$ cat src/rtl/mtt_pkg.sv
// ----------------------------------------------------------------------------
// Millisecond tick timer package
// Shared payload types, configuration codes and the prescaler table.
// ----------------------------------------------------------------------------
package mtt_pkg;

    localparam int TIMER_BITS_DEF = 8;
    localparam int MS_BITS_DEF    = 32;
    localparam int CNT_W          = 16;
    localparam int CFG_DATA_W     = 11;
    localparam int DIV_W          = 11;

    localparam logic [1:0] CMD_TICK   = 2'd0;
    localparam logic [1:0] CMD_PAUSE  = 2'd1;
    localparam logic [1:0] CMD_RESUME = 2'd2;

    localparam logic [1:0] REG_PRESCALE_SELECT = 2'd0;
    localparam logic [1:0] REG_COMPARE_TOP     = 2'd1;
    localparam logic [1:0] REG_US_PER_COUNT    = 2'd2;

    localparam logic [1:0]  RST_PRESCALE_SELECT = 2'd1;
    localparam logic [7:0]  RST_COMPARE_TOP     = 8'd249;
    localparam logic [10:0] RST_US_PER_COUNT    = 11'd4;

    typedef struct packed {
        logic [1:0]  cmd;
        logic [15:0] comp_ticks;
    } t_in;

    typedef struct packed {
        logic [31:0] ms_count;
        logic [31:0] micros;
        logic        running;
    } t_out;

    typedef struct packed {
        logic [1:0]  prescale_select;
        logic [7:0]  compare_top;
        logic [10:0] us_per_count;
    } t_cfg;

    typedef struct packed {
        logic [31:0]      ms32;
        logic [CNT_W-1:0] count;
        logic             running;
    } t_snap;

    function automatic logic [DIV_W-1:0] prescale_div(input logic [1:0] sel);
        logic [DIV_W-1:0] d;
        case (sel)
            2'd0:    d = 11'd8;
            2'd1:    d = 11'd64;
            2'd2:    d = 11'd256;
            default: d = 11'd1024;
        endcase
        return d;
    endfunction

endpackage

$ cat src/rtl/millisecond_tick_timer_unit.sv
// ----------------------------------------------------------------------------
// Millisecond tick timer unit
// System tick timer with selectable prescaler, compare top, pause and resume.
// ----------------------------------------------------------------------------
// The input channel carries one command per transaction: a CPU clock tick,
// a pause or a resume with a compensation count. A transaction takes place
// when i_valid is high and o_stall is low. Every command yields exactly one
// result transaction on the output channel (o_valid high, i_stall low) with
// the millisecond count, the microsecond time and the running flag after
// that command has been applied.
// The unit accepts one command every cycle while o_stall is low. The counter
// state updates in the cycle of acceptance; the result appears after a
// snapshot stage, a stage for the two products and the output register.
// When the receiver stalls, the stages fill up and o_stall rises only once
// all three hold a result, so up to three commands are buffered.
// Configuration registers are written through the cfg channel, which is
// always ready, and should only be changed while the unit is idle.
// Synchronous reset clears the pipeline and the counters, sets the unit
// running and loads prescaler select 1, compare top 249 and 4 us per count.
// ----------------------------------------------------------------------------
module millisecond_tick_timer_unit #(
    parameter int TIMER_BITS = mtt_pkg::TIMER_BITS_DEF,
    parameter int MS_BITS    = mtt_pkg::MS_BITS_DEF
) (
    input  logic                         i_clk,
    input  logic                         i_rst_n,
    input  logic                         i_valid,
    output logic                         o_stall,
    input  mtt_pkg::t_in                 i_in,
    output logic                         o_valid,
    input  logic                         i_stall,
    output mtt_pkg::t_out                o_out,
    input  logic                         i_cfg_valid,
    output logic                         o_cfg_ready,
    input  logic [1:0]                   i_cfg_index,
    input  logic [mtt_pkg::CFG_DATA_W-1:0] i_cfg_data
);
    import mtt_pkg::*;

    t_cfg        r_cfg;
    t_snap       snap;
    logic        accept;

    logic        r_a_valid;
    t_snap       r_a;
    logic        r_b_valid;
    logic [31:0] r_b_ms;
    logic [31:0] r_b_pms;
    logic [31:0] r_b_frac;
    logic        r_b_running;
    logic        r_o_valid;
    t_out        r_o;

    logic        ready_o;
    logic        ready_b;
    logic        ready_a;

    assign ready_o = !r_o_valid || !i_stall;
    assign ready_b = !r_b_valid || ready_o;
    assign ready_a = !r_a_valid || ready_b;
    assign o_stall = !ready_a;
    assign accept  = i_valid && ready_a;

    assign o_cfg_ready = 1'b1;

    always_ff @(posedge i_clk) begin
        if (!i_rst_n) begin
            r_cfg.prescale_select <= RST_PRESCALE_SELECT;
            r_cfg.compare_top     <= RST_COMPARE_TOP;
            r_cfg.us_per_count    <= RST_US_PER_COUNT;
        end else if (i_cfg_valid) begin
            case (i_cfg_index)
                REG_PRESCALE_SELECT: r_cfg.prescale_select <= i_cfg_data[1:0];
                REG_COMPARE_TOP:     r_cfg.compare_top     <= i_cfg_data[7:0];
                REG_US_PER_COUNT:    r_cfg.us_per_count    <= i_cfg_data;
                default: begin
                end
            endcase
        end
    end

    mtt_counter #(
        .TIMER_BITS(TIMER_BITS),
        .MS_BITS   (MS_BITS)
    ) u_counter (
        .i_clk  (i_clk),
        .i_rst_n(i_rst_n),
        .i_en   (accept),
        .i_in   (i_in),
        .i_cfg  (r_cfg),
        .o_snap (snap)
    );

    always_ff @(posedge i_clk) begin
        if (!i_rst_n) begin
            r_a_valid <= 1'b0;
            r_b_valid <= 1'b0;
            r_o_valid <= 1'b0;
        end else begin
            if (ready_a) begin
                r_a_valid <= i_valid;
            end
            if (ready_b) begin
                r_b_valid <= r_a_valid;
            end
            if (ready_o) begin
                r_o_valid <= r_b_valid;
            end
        end
    end

    always_ff @(posedge i_clk) begin
        if (accept) begin
            r_a <= snap;
        end
        if (ready_b && r_a_valid) begin
            r_b_ms      <= r_a.ms32;
            r_b_pms     <= r_a.ms32 * 32'd1000;
            r_b_frac    <= 32'(r_a.count) * 32'(r_cfg.us_per_count);
            r_b_running <= r_a.running;
        end
        if (ready_o && r_b_valid) begin
            r_o.ms_count <= r_b_ms;
            r_o.micros   <= r_b_pms + r_b_frac;
            r_o.running  <= r_b_running;
        end
    end

    assign o_valid = r_o_valid;
    assign o_out   = r_o;

endmodule

$ cat src/rtl/mtt_counter.sv
// ----------------------------------------------------------------------------
// Millisecond tick timer counter
// Holds the prescaler, timer counter, millisecond count and pause flag, and
// presents the state that results from the current item.
// ----------------------------------------------------------------------------
module mtt_counter #(
    parameter int TIMER_BITS = mtt_pkg::TIMER_BITS_DEF,
    parameter int MS_BITS    = mtt_pkg::MS_BITS_DEF
) (
    input  logic          i_clk,
    input  logic          i_rst_n,
    input  logic          i_en,
    input  mtt_pkg::t_in  i_in,
    input  mtt_pkg::t_cfg i_cfg,
    output mtt_pkg::t_snap o_snap
);
    import mtt_pkg::*;

    logic [9:0]            r_pre;
    logic [9:0]            n_pre;
    logic [TIMER_BITS-1:0] r_cnt;
    logic [TIMER_BITS-1:0] n_cnt;
    logic [MS_BITS-1:0]    r_ms;
    logic [MS_BITS-1:0]    n_ms;
    logic                  r_paused;
    logic                  n_paused;

    logic [15:0]           cmp_ext;
    logic [TIMER_BITS-1:0] cmp;
    logic [DIV_W-1:0]      pre_inc;
    logic [63:0]           ms_ext;

    assign cmp_ext = 16'(i_cfg.compare_top);
    assign cmp     = cmp_ext[TIMER_BITS-1:0];
    assign pre_inc = {1'b0, r_pre} + 11'd1;

    always_comb begin
        n_pre    = r_pre;
        n_cnt    = r_cnt;
        n_ms     = r_ms;
        n_paused = r_paused;
        case (i_in.cmd)
            CMD_TICK: begin
                if (!r_paused) begin
                    if (pre_inc >= prescale_div(i_cfg.prescale_select)) begin
                        n_pre = '0;
                        if (r_cnt == cmp) begin
                            n_cnt = '0;
                            n_ms  = r_ms + MS_BITS'(1);
                        end else begin
                            n_cnt = r_cnt + TIMER_BITS'(1);
                        end
                    end else begin
                        n_pre = pre_inc[9:0];
                    end
                end
            end
            CMD_PAUSE: begin
                n_paused = 1'b1;
            end
            CMD_RESUME: begin
                if (r_paused) begin
                    n_ms     = r_ms + MS_BITS'(i_in.comp_ticks);
                    n_paused = 1'b0;
                end
            end
            default: begin
            end
        endcase
    end

    always_ff @(posedge i_clk) begin
        if (!i_rst_n) begin
            r_pre    <= '0;
            r_cnt    <= '0;
            r_ms     <= '0;
            r_paused <= 1'b0;
        end else if (i_en) begin
            r_pre    <= n_pre;
            r_cnt    <= n_cnt;
            r_ms     <= n_ms;
            r_paused <= n_paused;
        end
    end

    assign ms_ext          = 64'(n_ms);
    assign o_snap.ms32     = ms_ext[31:0];
    assign o_snap.count    = CNT_W'(n_cnt);
    assign o_snap.running  = ~n_paused;

endmodule
$ cat config.mk
export PLATFORM = sky130hd
export DESIGN_NAME = millisecond_tick_timer_unit
export DESIGN_NICKNAME = d
export VERILOG_FILES = /design/src/rtl/mtt_pkg.sv /design/src/rtl/millisecond_tick_timer_unit.sv /design/src/rtl/mtt_counter.sv
export SDC_FILE = /design/constraint.sdc
export NUM_CORES = 1
export LEC_CHECK = 0
export BUFFER_PORTS_ARGS = -buffer_cell sky130_fd_sc_hd__clkbuf_2
export CAP_MARGIN = 20
export CORE_MARGIN = 3
export CORE_UTILIZATION = 55
export DETAILED_ROUTE_END_ITERATION = 6
export HOLD_SLACK_MARGIN = 0.08
export PLACE_DENSITY = 0.73
export SYNTH_ARGS = -nofsm -noshare
export SYNTH_HDL_FRONTEND = slang
export SYNTH_HIERARCHICAL = 1
export SYNTH_SLANG_ARGS = --single-unit
$ cat constraint.sdc
create_clock -name i_clk -period 6.6 [get_ports i_clk]
set_input_delay 0.33 -clock i_clk [delete_from_list [all_inputs] [get_ports i_clk]]
set_output_delay 0.33 -clock i_clk [all_outputs]
set_load 0.01 [all_outputs]
==> results of run 1 <==
final timing paths:
| path | startpoint | to | slack (ps) | depth (start not counted) |
|---|---|---|---|---|
| min | i_cfg_data[1] | r_cfg[12] | 110 | 3 |
| min reg2reg | r_b_ms[27] | o_out[60] | 410 | 0 |
| max | r_cfg[4] | r_b_frac[25] | 590 | 17 |
| max reg2reg | r_cfg[4] | r_b_frac[25] | 590 | 17 |
worst reg2reg max path, stage by stage, from the launching register on:
cell	delay [ps]
sky130_fd_sc_hd__dfxtp_1	810
sky130_fd_sc_hd__nand2_1	180
sky130_fd_sc_hd__fa_1	540
sky130_fd_sc_hd__fa_1	510
sky130_fd_sc_hd__inv_1	50
sky130_fd_sc_hd__fa_1	480
sky130_fd_sc_hd__fa_1	540
sky130_fd_sc_hd__inv_1	50
sky130_fd_sc_hd__fa_1	520
sky130_fd_sc_hd__inv_1	40
sky130_fd_sc_hd__ha_1	380
sky130_fd_sc_hd__a21oi_1	300
sky130_fd_sc_hd__o21ai_0	260
sky130_fd_sc_hd__o2111ai_1	320
sky130_fd_sc_hd__a21oi_1	150
sky130_fd_sc_hd__o311ai_1	430
sky130_fd_sc_hd__nand3_1	140
sky130_fd_sc_hd__o311ai_1	110
logic make-up after synthesis:
family                     after synthesis  synth area share
AOI/OAI and AO/OA                      434             0.126
xor gates and xnor gates               105            0.0407
adders and majority gates              389             0.288
buffers and inverters                  365            0.0626
DFF                                    276             0.333
muxes                                   16           0.00714
other                                    2          0.000332
and+or+nand+nor                        629             0.142
timing repair:
item                                   CTS  global route
hold buffers                             9             0
endpoints found under the hold margin   13             0
resized for setup                        0             0
layout by cell type (no fill, tap or decap), types with 21 or more instances in the layout:
master | netlist | final
sky130_fd_sc_hd__inv_1 | 284 | 284
sky130_fd_sc_hd__nor3_1 | 25 | 25
sky130_fd_sc_hd__a21oi_1 | 118 | 118
sky130_fd_sc_hd__nand3_1 | 55 | 55
sky130_fd_sc_hd__dfxtp_1 | 75 | 75
sky130_fd_sc_hd__a21o_1 | 38 | 38
sky130_fd_sc_hd__and2_1 | 108 | 108
sky130_fd_sc_hd__nor2_1 | 82 | 82
sky130_fd_sc_hd__xor2_1 | 26 | 26
sky130_fd_sc_hd__and3_1 | 31 | 31
sky130_fd_sc_hd__edfxtp_1 | 201 | 201
sky130_fd_sc_hd__a31oi_1 | 23 | 23
sky130_fd_sc_hd__ha_1 | 171 | 171
sky130_fd_sc_hd__fa_1 | 218 | 218
sky130_fd_sc_hd__clkbuf_16 | 0 | 37
sky130_fd_sc_hd__clkbuf_2 | 0 | 102
sky130_fd_sc_hd__nand2_1 | 199 | 199
sky130_fd_sc_hd__or3_1 | 21 | 21
sky130_fd_sc_hd__xnor2_1 | 79 | 79
sky130_fd_sc_hd__o21ai_0 | 87 | 87
state kept, by name (all words and copies together), names as in the netlist:
register	count
r_a	49
r_b_valid	1
u_counter/r_paused	1
r_b_frac	27
r_cfg	21
r_b_ms	32
o_valid	1
r_b_pms	27
u_counter/r_cnt	8
u_counter/r_ms	32
u_counter/r_pre	10
o_out	65
r_a_valid	1
r_b_running	1
metrics by stage:
step | power [µW] | setup WS [ps] | util | cell area, µm²
floorplan | 4420 | 943 | - | 22600
global placement | 4950 | 860 | 0.586 | 23500
detailed placement | 5020 | 740 | 0.586 | 23500
CTS | 6920 | 732 | 0.616 | 24800
global route | 7350 | 366 | 0.616 | 24800
finish | 6880 | 587 | 0.616 | 24800
per-layer routing:
metal / global-route usage / up-vias
li1: - / 7772
met2: 0.359 / 512
met5: 0 / -
met4: 0.0848 / 2
met3: 0.0363 / 112
met1: 0.331 / 8029
power breakdown:
group / leakage, µW / internal (µW) / switching, µW
clock: 0.000538 / 1130 / 737
sequential: 0.00252 / 2190 / 126
combinational: 0.00771 / 1160 / 1540
total: 0.0108 / 4480 / 2400
layout make-up:
class / count / area [µm²]
fill: 3281 / 15400
multi-input combinational: 1582 / 13700
sequential: 276 / 7540
inverter: 284 / 1070
clock buffer: 49 / 991
timing repair buffer: 120 / 668
tap: 525 / 657
clock inverter: 11 / 129
==> impl_summary.log, run 1 <==
[metrics] crit path cell chain: nand2_1 > fa_1 > fa_1 > inv_1 > fa_1 > fa_1 > inv_1 > fa_1 > inv_1 > ha_1 > a21oi_1 > o21ai_0 > o2111ai_1 > a21oi_1 > o311ai_1 > nand3_1 > o311ai_1
[metrics] DR top layer: met5
[metrics] wire length of the first global-routing pass: 82500 µm
[metrics] CP most frequent cell: sky130_fd_sc_hd__fa_1
[metrics] ratio of final minimum period to clock period: 0.911
[metrics] number of rows created at floorplan: 73
[metrics] total detailed-routing wirelength: 50800 µm
[metrics] Boundary Pins: 104
[metrics] drt initial violations: 1245
[metrics] final count of negative-setup-slack endpoints: 0
[metrics] Pwr per Cell Area: 278 mW/mm²
[metrics] dominant synthesized flop cell: sky130_fd_sc_hd__edfxtp_1
[metrics] Max Transition Viols Final: 0
[metrics] transition time at the pin with the least slew margin: 1050 ps
[metrics] clk_skew: 17.5 ps
[metrics] number of max-cap violations: 0
[metrics] number of detailed-route iterations in the first pass: 5
[metrics] maximum fanout encountered on the critical timing path: 17
[metrics] amount of wire on met3 after detailed routing: 2920 µm
[metrics] initial antenna violation count: 1
[metrics] top cell type by total area after synthesis: sky130_fd_sc_hd__edfxtp_1
[metrics] Req. time, crit path: 6940 ps
[metrics] fraction of layout cells with a size suffix above 1: 0.0840
[metrics] count of different cell masters after synthesis: 90
[metrics] core region area: 0.0402 mm²
[metrics] Die W: 209 µm
[metrics] worst path bufs/invs: 3
[metrics] endpoints failing hold: 0
[metrics] min Tclk post-route: 6010 ps
[metrics] Hold WC Path Type: primary input to register
[metrics] H-tree depth: 2
[metrics] clock latency of the later-clocked register in the worst-skew pair: 540 ps
[metrics] TNS Setup: 0 ps
[metrics] CTS Buf Count: 34
[metrics] share of synthesized registers carrying an async set or reset: 0
[metrics] most repeated cell in the gate-level netlist after synthesis: sky130_fd_sc_hd__inv_1
[metrics] top cell family by delay on the critical path: adder cells
[metrics] Clock Path Buffers: 3
[metrics] sinks on the clock net: 276
[metrics] nets@finish: 2723
[metrics] unrepaired setup endpoints after global routing: no
[metrics] post-detailed-placement half-perimeter wirelength: 38700 µm
[metrics] sequential share of the synthesized area: 0.333
[metrics] Yosys warning count: 6
[metrics] Area contributors post-synth: sky130_fd_sc_hd__edfxtp_1, sky130_fd_sc_hd__fa_1, sky130_fd_sc_hd__ha_1, sky130_fd_sc_hd__dfxtp_1, sky130_fd_sc_hd__inv_1
[metrics] maximum number of pins on one net before global-route repair: 71
[metrics] static leakage: 0.0108 µW
[metrics] Routed Antenna Nets: 0
[metrics] # placed instances: 2777
[metrics] overall fraction of global-route tracks in use: 0.231
[metrics] root buffer cell: sky130_fd_sc_hd__clkbuf_16
[metrics] kind of end point of the critical path: register
[metrics] met1 routed wirelength after detailed routing: 22900 µm
[metrics] GPL Wtd Cong: 0.905
[metrics] Chip Height: 209 µm
[metrics] critical path class: register to register
[metrics] post-synth top area share: 0.267
[metrics] synthesized area: 0.0226 mm²
[metrics] cells after synthesis: 2216
[metrics] smallest hold slack: 115 ps
[metrics] floorplan die area: 0.0436 mm²
[metrics] outcome: finished, final reports clean
[metrics] Clock transition at path regs: 60 ps
[metrics] initial core utilization: 0.563
[metrics] area delta synth->final: 9.50%
[metrics] Rel. slew slack: 0.299
[metrics] GRT Residual Overflow: 0
[metrics] highest cell delay on the worst timing path: 810 ps
[metrics] number of setup buffers added after CTS: 0
[metrics] via count: 16.4k
[metrics] number of global-route vias before repair: 16.1k
[metrics] number of port buffers: 102
[metrics] number of flip-flops and latches in the synthesized netlist: 276
[metrics] slowest CP cell: sky130_fd_sc_hd__dfxtp_1
[metrics] maximum ir drop on the vdd rail: 0.214 mV
[metrics] crit path launch type: register
[metrics] data arrival time of the critical path: 6350 ps
[metrics] clock tree from TritonCTS: built
[metrics] list of most frequent post-synthesis cells: sky130_fd_sc_hd__inv_1, sky130_fd_sc_hd__fa_1, sky130_fd_sc_hd__edfxtp_1
[metrics] average footprint of a synthesized cell: 10.2 µm²
[metrics] post-detailed-route via-to-cell ratio: 5.77
[metrics] drc violations: 0
[metrics] number of standard cells in the final layout excluding fillers: 2847
[metrics] average routed wire per standard cell: 17.8 µm
[metrics] met2 wirelength from detailed routing: 23300 µm
[metrics] antenna diode count: 0
[metrics] highest clock rate: 0.166 GHz
[metrics] number of flops mapped to enable cells by yosys: 201
Power figures use the tool's default switching activity.
==> run 2, diff against run 1 <==
--- a/config.mk
+++ b/config.mk
@@ -10,6 +10,7 @@
 export CORE_MARGIN = 3
 export CORE_UTILIZATION = 55
 export DETAILED_ROUTE_END_ITERATION = 6
+export GPL_TIMING_DRIVEN = 0
 export HOLD_SLACK_MARGIN = 0.08
 export PLACE_DENSITY = 0.73
 export SYNTH_ARGS = -nofsm -noshare
==> run 2 against run 1 <==
Against the previous run:
- via count grew 2.2%
- utilization up 1.0 points
- total power hardly changed
- critical endpoint is now r_b_frac[26]
- combinational power is 4% higher
- clock skew is 18 ps higher
- count of clock-buffer cells in the layout fell by 12
- maximum frequency is 2.4% lower
- cell count up 2.7%
- critical path type unchanged
- non-clock buffer count increased by 82
- clock power shrank 4%
- register-to-register slack got worse by 150 ps
==> impl_summary.log, run 2 (synthesis gave the netlist of run 1 again) <==
[metrics] maximum number of pins on one net before global-route repair: 37
[metrics] final count of negative-setup-slack endpoints: 0
[metrics] floorplan die area: 0.0436 mm²
[metrics] unrepaired setup endpoints after global routing: no
[metrics] sequential group share of total power: 0.332
[metrics] maximum fanout encountered on the critical timing path: 10
[metrics] first element of the critical path: r_cfg[10]
[metrics] endpoints failing hold: 0
[metrics] sequential cell area: 0.00754 mm²
[metrics] met2 wirelength from detailed routing: 25400 µm
[metrics] Comb power frac: 0.406
[metrics] post-detailed-route via-to-cell ratio: 5.74
[metrics] DR top layer: met4
[metrics] clock share of power: 0.261
[metrics] highest clock rate: 0.162 GHz
[metrics] GPL Wtd Cong: 0.990
[metrics] number of port buffers: 102
[metrics] max FFs per register: 65
[metrics] number of rows created at floorplan: 73
[metrics] via count: 16.8k
[metrics] slowest CP cell: sky130_fd_sc_hd__dfxtp_1
[metrics] top cell family by delay on the critical path: adder cells
[metrics] CTS Buf Count: 30
[metrics] average routed wire per standard cell: 18.6 µm
[metrics] core region area: 0.0402 mm²
[metrics] most frequent standard cell in the layout excluding fill and tap cells: sky130_fd_sc_hd__inv_1
[metrics] GRT Residual Overflow: 0
[metrics] critical path class: register to register
[metrics] antenna diode count: 0
[metrics] Worst Setup Slack post-DPL: 60.7 ps
[metrics] Non-Filler Cell Area, Final: 0.0252 mm²
[metrics] CP most frequent cell: sky130_fd_sc_hd__fa_1
[metrics] smallest hold slack: 142 ps
[metrics] transition time at the pin with the least slew margin: 987 ps
[metrics] Clock transition at path regs: 60 ps
[metrics] met1 routed wirelength after detailed routing: 23300 µm
[metrics] number of detailed-route iterations in the first pass: 5
[metrics] data arrival time of the critical path: 6600 ps
[metrics] number of max-cap violations: 0
[metrics] kind of end point of the critical path: register
[metrics] Chip Height: 209 µm
[metrics] initial antenna violation count: 0
[metrics] area delta synth->final: 11.3%
[metrics] H-tree depth: 1
[metrics] initial core utilization: 0.563
[metrics] worst path bufs/invs: 4
[metrics] clk_skew: 35.2 ps
[metrics] # placed instances: 2856
[metrics] number of standard cells in the final layout excluding fillers: 2925
[metrics] Boundary Pins: 104
[metrics] nets@finish: 2801
[metrics] fraction of layout cells with a size suffix above 1: 0.0917
[metrics] crit path launch type: register
[metrics] CP endpoint: r_b_frac[26]
[metrics] Pwr per Cell Area: 273 mW/mm²
[metrics] final worst-path setup slack: 440 ps
[metrics] clock latency of the later-clocked register in the worst-skew pair: 600 ps
[metrics] sw frac: 0.357
[metrics] Die W: 209 µm
[metrics] drc violations: 0
[metrics] wire length of the first global-routing pass: 87500 µm
[metrics] ratio of final minimum period to clock period: 0.933
[metrics] total detailed-routing wirelength: 54500 µm
[metrics] Routed Antenna Nets: 0
[metrics] cell count along the critical path: 19
[metrics] footprint of the multi-input gates: 0.0137 mm²
[metrics] Internal Power: 4430 µW
[metrics] source of the worst register-to-register timing path: r_cfg[10]
[metrics] min-delay src: i_cfg_index[1]
[metrics] clock tree from TritonCTS: built
[metrics] static leakage: 0.0110 µW
[metrics] worst reg2reg endpoint: r_b_frac[26]
[metrics] worst reg-to-reg setup slack: 440 ps
[metrics] highest cell delay on the worst timing path: 580 ps
[metrics] amount of wire on met3 after detailed routing: 3520 µm
[metrics] min Tclk post-route: 6160 ps
[metrics] leading cell types in the layout, fill and taps excluded: sky130_fd_sc_hd__inv_1, sky130_fd_sc_hd__fa_1, sky130_fd_sc_hd__edfxtp_1
[metrics] Max Transition Viols Final: 0
[metrics] Post-DP Area: 0.0240 mm²
[metrics] root buffer cell: sky130_fd_sc_hd__clkbuf_16
[metrics] Hold WC Path Type: primary input to register
[metrics] Req. time, crit path: 7040 ps
[metrics] R2R depth: 19
[metrics] maximum ir drop on the vdd rail: 0.178 mV
[metrics] post-detailed-placement half-perimeter wirelength: 42200 µm
[metrics] overall fraction of global-route tracks in use: 0.248
[metrics] switching power of the nets: 2450 µW
[metrics] Clock Path Buffers: 3
[metrics] Rel. slew slack: 0.325
[metrics] number of global-route vias before repair: 16.8k
[metrics] sinks on the clock net: 276
[metrics] crit path cell chain: clkbuf_2 > nand2_1 > fa_1 > fa_1 > inv_1 > fa_1 > fa_1 > inv_1 > fa_1 > inv_1 > ha_1 > a21oi_1 > a21oi_1 > nor2b_1 > a211oi_1 > o31ai_2 > a21oi_1 > or4_1 > nand3_1
[metrics] drt initial violations: 1063
[metrics] layout filler cell count: 3250
[metrics] outcome: finished, final reports clean
==> run 2: metrics by stage <==
| stage | utilization | setup TNS (ps) | power, µW |
|---|---|---|---|
| finish | 0.627 | 0 | 6880 |
| global route | 0.627 | 0 | 7350 |
| CTS | 0.626 | 0 | 6910 |
| detailed placement | 0.596 | 0 | 5060 |
| global placement | 0.592 | -180190 | 4980 |
| floorplan | - | 0 | 4420 |
==> run 2: worst reg2reg max path, delay by kind of cell (launching register included) <==
| kind | cells | cell delay [ps] |
|---|---|---|
| compound gates | 5 | 1040 |
| fa+ha+maj | 6 | 3050 |
| buf+inv | 4 | 500 |
| flops | 1 | 580 |
| simple gates | 4 | 860 |
==> run 2: area by class of cell <==
type                    count  area share
plain buffers              80      0.0142
multi-input cells        1582       0.545
clock buffers              37      0.0317
repair buffers            122      0.0309
clock inverters            19      0.0107
well taps                 525      0.0261
flip-flops and latches    276       0.299
inverters                 284      0.0423
==> run 2: routing by layer <==
metal | up-vias | GRT usage
met1 | 8162 | 0.340
met2 | 562 | 0.399
li1 | 7938 | -
met5 | - | 0
met3 | 121 | 0.0434
met4 | 0 | 0.0942
==> run 2: worst min-delay path by stage <==
stage | cells past startpoint | slack (ps) | to
after floorplan | 0 | 400 | o_out[0]
after global placement | 0 | 400 | o_out[3]
after detailed placement | 0 | 400 | o_out[52]
after CTS | 4 | 110 | r_cfg[19]
after global routing | 4 | 170 | r_cfg[19]
final | 4 | 140 | r_cfg[19]
==> run 2: repair_timing <==
item	4_1_cts	5_1_grt
gates resized for setup	0	21
setup buffers	0	0
hold buffers	14	0
hold endpoints to repair	20	0
endpoints found under the setup margin	0	5
==> run 2: power by group through the flow <==
stage	sequential [µW]	clock (µW)	combinational, µW
after detailed placement	2320	0	2740
after global routing	2300	1900	3140
after CTS	2290	1840	2780
after floorplan	2300	0	2120
after global placement	2330	0	2660
final	2280	1800	2800
==> run 3, diff against run 2 <==
--- a/config.mk
+++ b/config.mk
@@ -8,11 +8,10 @@
 export BUFFER_PORTS_ARGS = -buffer_cell sky130_fd_sc_hd__clkbuf_2
 export CAP_MARGIN = 20
 export CORE_MARGIN = 3
-export CORE_UTILIZATION = 55
+export CORE_UTILIZATION = 35
 export DETAILED_ROUTE_END_ITERATION = 6
 export GPL_TIMING_DRIVEN = 0
 export HOLD_SLACK_MARGIN = 0.08
-export PLACE_DENSITY = 0.73
 export SYNTH_ARGS = -nofsm -noshare
 export SYNTH_HDL_FRONTEND = slang
 export SYNTH_HIERARCHICAL = 1
==> run 3 against run 2 <==
Against the previous run:
- design area grew 1.2%
- maximum frequency down 2.1%
- via count shrank 1.0%
- utilization down 23 points
- largest power group unchanged
- critical path depth down 1
- global-route usage shrank 8.2 points
- sequential share of layout area is 0.36 points lower
==> impl_summary.log, run 3 (synthesis gave the netlist of run 1 again) <==
[metrics] sequential group share of total power: 0.341
[metrics] wire length of the first global-routing pass: 90100 µm
[metrics] switching power of the nets: 2390 µW
[metrics] root buffer cell: sky130_fd_sc_hd__clkbuf_16
[metrics] Internal Power: 4310 µW
[metrics] number of standard cells in the final layout excluding fillers: 3245
[metrics] ratio of final minimum period to clock period: 0.954
[metrics] Non-Filler Cell Area, Final: 0.0255 mm²
[metrics] Boundary Pins: 104
[metrics] clock tree from TritonCTS: built
[metrics] maximum fanout encountered on the critical timing path: 10
[metrics] maximum number of pins on one net before global-route repair: 36
[metrics] sw frac: 0.357
[metrics] overall fraction of global-route tracks in use: 0.166
[metrics] critical path class: register to register
[metrics] post-detailed-route via-to-cell ratio: 5.12
[metrics] Chip Height: 260 µm
[metrics] outcome: finished, final reports clean
[metrics] first element of the critical path: r_a[4]
[metrics] average routed wire per standard cell: 17.5 µm
[metrics] clock share of power: 0.249
[metrics] CTS Buf Count: 30
[metrics] Rel. slew slack: 0.354
[metrics] Worst Setup Slack post-DPL: -65.9 ps
[metrics] final worst-path setup slack: 306 ps
[metrics] floorplan die area: 0.0677 mm²
[metrics] GPL Wtd Cong: 0.908
[metrics] number of max-cap violations: 0
[metrics] highest clock rate: 0.159 GHz
[metrics] footprint of the multi-input gates: 0.0137 mm²
[metrics] initial core utilization: 0.356
[metrics] number of port buffers: 102
[metrics] Die W: 260 µm
[metrics] unrepaired setup endpoints after global routing: no
[metrics] leading cell types in the layout, fill and taps excluded: sky130_fd_sc_hd__inv_1, sky130_fd_sc_hd__fa_1, sky130_fd_sc_hd__edfxtp_1
[metrics] static leakage: 0.0109 µW
[metrics] final count of negative-setup-slack endpoints: 0
[metrics] Comb power frac: 0.410
[metrics] H-tree depth: 1
[metrics] number of detailed-route iterations in the first pass: 6
[metrics] antenna diode count: 0
[metrics] min-delay src: i_cfg_index[0]
[metrics] max FFs per register: 65
[metrics] Clock transition at path regs: 60 ps
[metrics] Req. time, crit path: 6960 ps
[metrics] GRT Residual Overflow: 0
[metrics] Post-DP Area: 0.0243 mm²
[metrics] post-detailed-placement half-perimeter wirelength: 44800 µm
[metrics] # placed instances: 3176
[metrics] transition time at the pin with the least slew margin: 961 ps
[metrics] crit path launch type: register
[metrics] core region area: 0.0635 mm²
[metrics] fraction of layout cells with a size suffix above 1: 0.0900
[metrics] area delta synth->final: 12.7%
[metrics] initial antenna violation count: 0
[metrics] number of global-route vias before repair: 16.7k
[metrics] source of the worst register-to-register timing path: r_a[4]
[metrics] most frequent standard cell in the layout excluding fill and tap cells: sky130_fd_sc_hd__inv_1
[metrics] drt initial violations: 1152
[metrics] layout filler cell count: 6236
[metrics] Clock Path Buffers: 3
[metrics] Hold WC Path Type: primary input to register
[metrics] sequential cell area: 0.00754 mm²
[metrics] maximum ir drop on the vdd rail: 0.218 mV
[metrics] Routed Antenna Nets: 0
[metrics] drc violations: 0
[metrics] via count: 16.6k
[metrics] Max Transition Viols Final: 0
[metrics] total detailed-routing wirelength: 56700 µm
[metrics] endpoints failing hold: 0
[metrics] min Tclk post-route: 6290 ps
[metrics] kind of end point of the critical path: register
[metrics] nets@finish: 2800
[metrics] clock latency of the later-clocked register in the worst-skew pair: 590 ps
[metrics] data arrival time of the critical path: 6650 ps
[metrics] Pwr per Cell Area: 263 mW/mm²
[metrics] clk_skew: 20.1 ps
[metrics] number of rows created at floorplan: 92
[metrics] sinks on the clock net: 276
run 3: cell count changes in the layout (fill, tap and decap cells not counted), sizes merged:
cell      before  now
buf           25   24
clkinv         6   15
inv          286  285
clkinvlp       6    3
clkbuf       200  197
bufinv         5    3
run 3: layout make-up:
cell class / count / share of cell area
clock buffers: 34 / 0.0301
plain buffers: 80 / 0.0140
repair buffers: 121 / 0.0295
flip-flops and latches: 276 / 0.296
multi-input cells: 1582 / 0.539
well taps: 846 / 0.0415
inverters: 284 / 0.0418
clock inverters: 22 / 0.00840
run 3: final timing paths:
| kind | endpoint | slack (ps) | cells after the start |
|---|---|---|---|
| setup / recovery | r_b_frac[23] | 310 | 18 |
| hold / removal | r_cfg[19] | 140 | 4 |
| setup reg to reg | r_b_frac[23] | 310 | 18 |
| hold reg to reg | r_b_ms[29] | 410 | 0 |
run 3: worst max-delay path: stages, from the launching register on:
cell and delay (ps):
sky130_fd_sc_hd__edfxtp_1 420, sky130_fd_sc_hd__clkbuf_1 310, sky130_fd_sc_hd__and2_1 280, sky130_fd_sc_hd__fa_1 530, sky130_fd_sc_hd__inv_1 50, sky130_fd_sc_hd__fa_1 530, sky130_fd_sc_hd__inv_1 80, sky130_fd_sc_hd__fa_1 530
sky130_fd_sc_hd__fa_1 550, sky130_fd_sc_hd__inv_1 50, sky130_fd_sc_hd__fa_1 520, sky130_fd_sc_hd__inv_1 40, sky130_fd_sc_hd__ha_1 370, sky130_fd_sc_hd__a21oi_1 300, sky130_fd_sc_hd__o21ai_0 260, sky130_fd_sc_hd__o2111ai_1 290
sky130_fd_sc_hd__a21oi_1 170, sky130_fd_sc_hd__o311ai_2 390, sky130_fd_sc_hd__a21boi_0 390
run 3: power groups by stage:
stage	Combinational [µW]	Sequential (µW)	Clock, µW
after global placement	2680	2330	0
after floorplan	2120	2300	0
after global routing	3110	2300	1800
after CTS	2770	2290	1730
final	2750	2280	1670
after detailed placement	2740	2320	0
run 3: per-layer routing:
| layer | global-route usage | vias to the layer above | wire, µm |
|---|---|---|---|
| li1 | - | 7931 | - |
| met1 | 0.224 | 8163 | 25100 |
| met2 | 0.282 | 432 | 27200 |
| met3 | 0.0204 | 87 | 2930 |
| met4 | 0.0483 | 0 | 1470 |
| met5 | 0 | - | 0 |
run 3: what timing repair did:
item,in CTS,in global routing
gates resized for setup,1,18
cloned,0,0
buffers inserted,0,0
endpoints found under the hold margin,23,0
pin swaps,0,0
hold buffers,14,0
setup endpoints to repair,2,3
run 3: stage by stage:
| step | TNS (ps) | utilization | power, µW | hold WS, ps |
|---|---|---|---|---|
| 6_report | 0 | 0.401 | 6700 | 139 |
| 5_1_grt | 0 | 0.401 | 7210 | 161 |
| 4_1_cts | 0 | 0.401 | 6790 | 104 |
| 3_5_place_dp | -129 | 0.383 | 5070 | 405 |
| 3_3_place_gp | -199830 | 0.381 | 5010 | 406 |
| 2_1_floorplan | 0 | - | 4420 | 400 |
